==> src/lrp_ram.sv <==
// Generic simple dual-port RAM: one write port, one registered read port.
// No dependencies.
module lrp_ram #(
  parameter int unsigned WIDTH = 8,
  parameter int unsigned DEPTH = 256
) (
  input  logic                     clk_i,
  input  logic                     we_i,
  input  logic [$clog2(DEPTH)-1:0] waddr_i,
  input  logic [WIDTH-1:0]         wdata_i,
  input  logic [$clog2(DEPTH)-1:0] raddr_i,
  output logic [WIDTH-1:0]         rdata_o
);

  logic [WIDTH-1:0] mem [DEPTH];
  logic [WIDTH-1:0] rdata_q;

  always_ff @(posedge clk_i) begin
    if (we_i) begin
      mem[waddr_i] <= wdata_i;
    end
    rdata_q <= mem[raddr_i];
  end

  assign rdata_o = rdata_q;

endmodule

==> config.mk <==
export PLATFORM = sky130hd
export DESIGN_NAME = lrp_ram
export DESIGN_NICKNAME = d
export VERILOG_FILES = /design/src/lrp_ram.sv
export SDC_FILE = /design/constraint.sdc
export NUM_CORES = 2
export LEC_CHECK = 0
export ABC_AREA = 1
export ABC_CLOCK_PERIOD_IN_PS = 1600
export BUFFER_PORTS_ARGS = -buffer_cell sky130_fd_sc_hd__buf_2
export CAP_MARGIN = 30
export CORE_ASPECT_RATIO = 1.5
export CORE_UTILIZATION = 50
export CTS_CLUSTER_SIZE = 30
export DETAILED_ROUTE_END_ITERATION = 8
export PLACE_DENSITY = 0.65
export SETUP_SLACK_MARGIN = 0.4
export SLEW_MARGIN = 30
export SYNTH_ARGS = -nofsm -noshare
export SYNTH_HDL_FRONTEND = slang
export SYNTH_SLANG_ARGS = --single-unit
==> constraint.sdc <==
create_clock -name clk_i -period 1.6 [get_ports clk_i]
set_input_delay 0.16 -clock clk_i [delete_from_list [all_inputs] [get_ports clk_i]]
set_output_delay 0.16 -clock clk_i [all_outputs]
set_load 0.02 [all_outputs]
==> results by group <==
Placement
  – DP Cell Count: 9472
  – IO buf count: 33
  – DP HPWL: 151000 um
  – Gpl congestion: 0.935

Setup path
  – Crit path max-delay family: flip-flops
  – Crit path buf inv count: 1
  – Worst path cell trace: buf_6
  – CP startpoint kind: register
  – CP max stage delay: 0.43 ns
  – Setup slack, reg-to-reg: 0.07 ns
  – Reg-to-Reg End: rdata_o[5]
  – Reg2reg start: mem[78][5]
  – Worst Reg2Reg Path Length in Cells: 10
  – CP max stage cell: dfxtp_4
  – Critical path type: register to primary output
  – CP Data Required Time: 1.44 ns
  – Setup crit end kind: primary output
  – Critical path arrival: 1.39 ns
  – Crit path max fanout: 1

Synth
  – Area leader, netlist: edfxtp_1
  – Netlist cell types: 14
  – Ys flop type: edfxtp_1
  – Number of synthesized flops with an enable pin: 2048
  – Yosys reg bits: 2056
  – Syn nets: 7029
  – Mapped Area: 83400 um^2
  – Largest cells by area after synthesis: edfxtp_1, nand3_1, nand2_1
  – Syn Inst Count: 7003
  – Most numerous cell in the Yosys netlist: nand2_1
  – Syn. warnings: 0
  – Yosys top cell area share: 0.737
  – Most frequent cells after synthesis: nand2_1, edfxtp_1, nand3_1
  – Post-synthesis sequential area ratio: 0.739
  – Asr flop ratio synth: 0
  – Mean Syn Cell Area: 11.9 um^2

Routing
  – Via count: 57100
  – DRT Pass-1 Iters: 8
  – 1st-iter DRT viols: 6274
  – DR WL/cell: 24.6 um
  – Total routed wirelength: 241000 um
  – DRC Markers: 0
  – Via density: 5.82
  – Post-DRT Antenna Nets: 0

STA
  – Fin. Hold Viols: 0
  – Slew Limit Fails: 0
  – Final Cycle Share: 0.967
  – Tmin final: 1.55 ns
  – Max Fclk: 646 MHz
  – Setup Skew: 0.0315 ns
  – Final setup fails: 0
  – Worst relative slew slack: 0.498
  – Slew @ Worst Pin: 0.753 ns
  – RSZ-0062 raised after global routing: true

Hold path
  – HP Start: waddr_i[5]
  – Hold endpoint: mem[157][5]
  – Worst hold path class: primary input to register
  – Hold Crit Depth: 5

Layout
  – Synth-to-Final Area Change: 20.9%
  – Fill count: 12700
  – Finished Layout Cells: 9826
  – Nets: 7476
  – Layout cell share with drive strength beyond 1: 0.198
  – Final core occ: 0.608

GRT
  – Total Routing Usage GR: 0.285
  – GRT Residual Overflow: 0
  – First-pass GRT wire length: 354000 um
  – Antenna violations before repair: 9
  – Vias in the first global route: 55400
  – Largest net degree at the start of global routing: 81

Pwr
  – PD cells: 1110 nW/um^2
  – Max IR drop VDD: 0.949 mV
  – Leak Pwr: 0.0360 uW
  – Post-route total power: 112000 uW

Status
  – Status: complete, no violations

Floorplan
  – Core area: 166000 um^2
  – Die H: 502 um
  – Die area: 168000 um^2
  – Initial Util: 0.503
  – Die width: 335 um
  – Number of placement rows: 183
  – I/O pins: 34

Clock tree
  – CTS sink cnt: 2056
  – TritonCTS clock tree: done
  – Clock H-tree levels: 4
  – Clk root buf: clkbuf_16
  – Clock Latency Late Sink: 0.83 ns
  – CTS Buffer Depth: 3
  – CTS buffer count: 177
  – Clock transition at the registers of the reported paths: 0.07 ns

Flow run
  – Max-cap violations: 0
==> tightest hold or removal path, cell delays in order <==
cell and delay (ns):
buf_2 0.14, nor2_4 0.09, nand3_4 0.09, buf_4 0.17
nor2_4 0.08
==> where the power goes <==
group	switching [uW]	internal, uW	leakage [uW]
registers	89.2	59300	0.0185
clock network	19500	23900	0.00283
logic	5990	2770	0.0147
total	25600	86000	0.0360
==> registers in the layout (all words and copies together), names as in the netlist <==
register	count
mem	2048
rdata_o	8
==> layout by cell type (no fill, tap or decap), types with 8 or more instances in the layout <==
cell type	synthesis	layout
buf_12	0	170
buf_16	0	10
buf_2	268	12
buf_4	46	518
buf_6	16	14
buf_8	1	12
bufinv_16	0	19
clkbuf_1	112	27
clkbuf_16	0	182
clkinv_1	0	43
clkinv_2	0	32
clkinvlp_4	0	8
dlygate4sd3_1	0	9
edfxtp_1	2048	2048
inv_1	36	28
inv_6	0	9
nand2_1	2123	2089
nand2_2	0	27
nand3_1	2019	1626
nand3_2	0	327
nand3_4	0	66
nor2_1	283	226
nor2_2	0	8
nor2_4	0	49
==> worst max-delay path by stage <==
stage,start,endpoint,depth (start not counted)
floorplan,we_i,mem[189][0],4
global placement,raddr_i[0],rdata_o[5],14
detailed placement,raddr_i[1],rdata_o[6],13
CTS,rdata_o[5],rdata_o[5],1
global route,mem[80][5],rdata_o[5],10
finish,rdata_o[6],rdata_o[6],1
==> logic make-up (layout without fill, tap and decap cells) <==
group | count (synthesis) | in the layout | share of synthesized area
DFF | 2056 | 2056 | 0.739
and+or+nand+nor | 4425 | 4425 | 0.229
other | 0 | 4 | 0
buffers and inverters | 522 | 1121 | 0.0312
==> final cells by class <==
type | instances | area, um^2 | share of cell area
antenna | 4 | 10.0 | 0.0000993
clock buffer | 209 | 4620 | 0.0458
clock inverter | 122 | 1180 | 0.0117
inverter | 39 | 203 | 0.00201
multi-input combinational | 4425 | 22100 | 0.219
sequential | 2056 | 61700 | 0.612
tap | 2220 | 2780 | 0.0276
timing repair buffer | 751 | 8230 | 0.0816
==> per-layer routing <==
layer | GRT usage | routed length [um] | vias up
li1 | - | - | 25800
met1 | 0.348 | 88200 | 28200
met2 | 0.486 | 121000 | 2573
met3 | 0.0407 | 17200 | 612
met4 | 0.155 | 14600 | 2
met5 | 0 | 11 | -
==> through the flow <==
stage                     hold slack, ns  setup WS (ns)  cell area, um^2  TNS (ns)
after global placement             0.603          -1.17            92000    -65.86
after CTS                         0.0541         0.0316            99400         0
after detailed placement           0.595          -1.17            92000   -101.10
after global routing              0.0878        0.00789           101000         0
after floorplan                    0.259         0.0852            84000         0
final                              0.102         0.0524           101000         0
==> timing repair <==
action | in CTS | in global routing
hold buffers | 9 | 0
gates cloned | 4 | 3
gates resized for setup | 280 | 254
pin swaps | 67 | 137
endpoints found under the setup margin | 16 | 16
buffers inserted | 2 | 1
endpoints found under the hold margin | 768 | 0
Note: power is estimated with default switching activity, not from simulation.
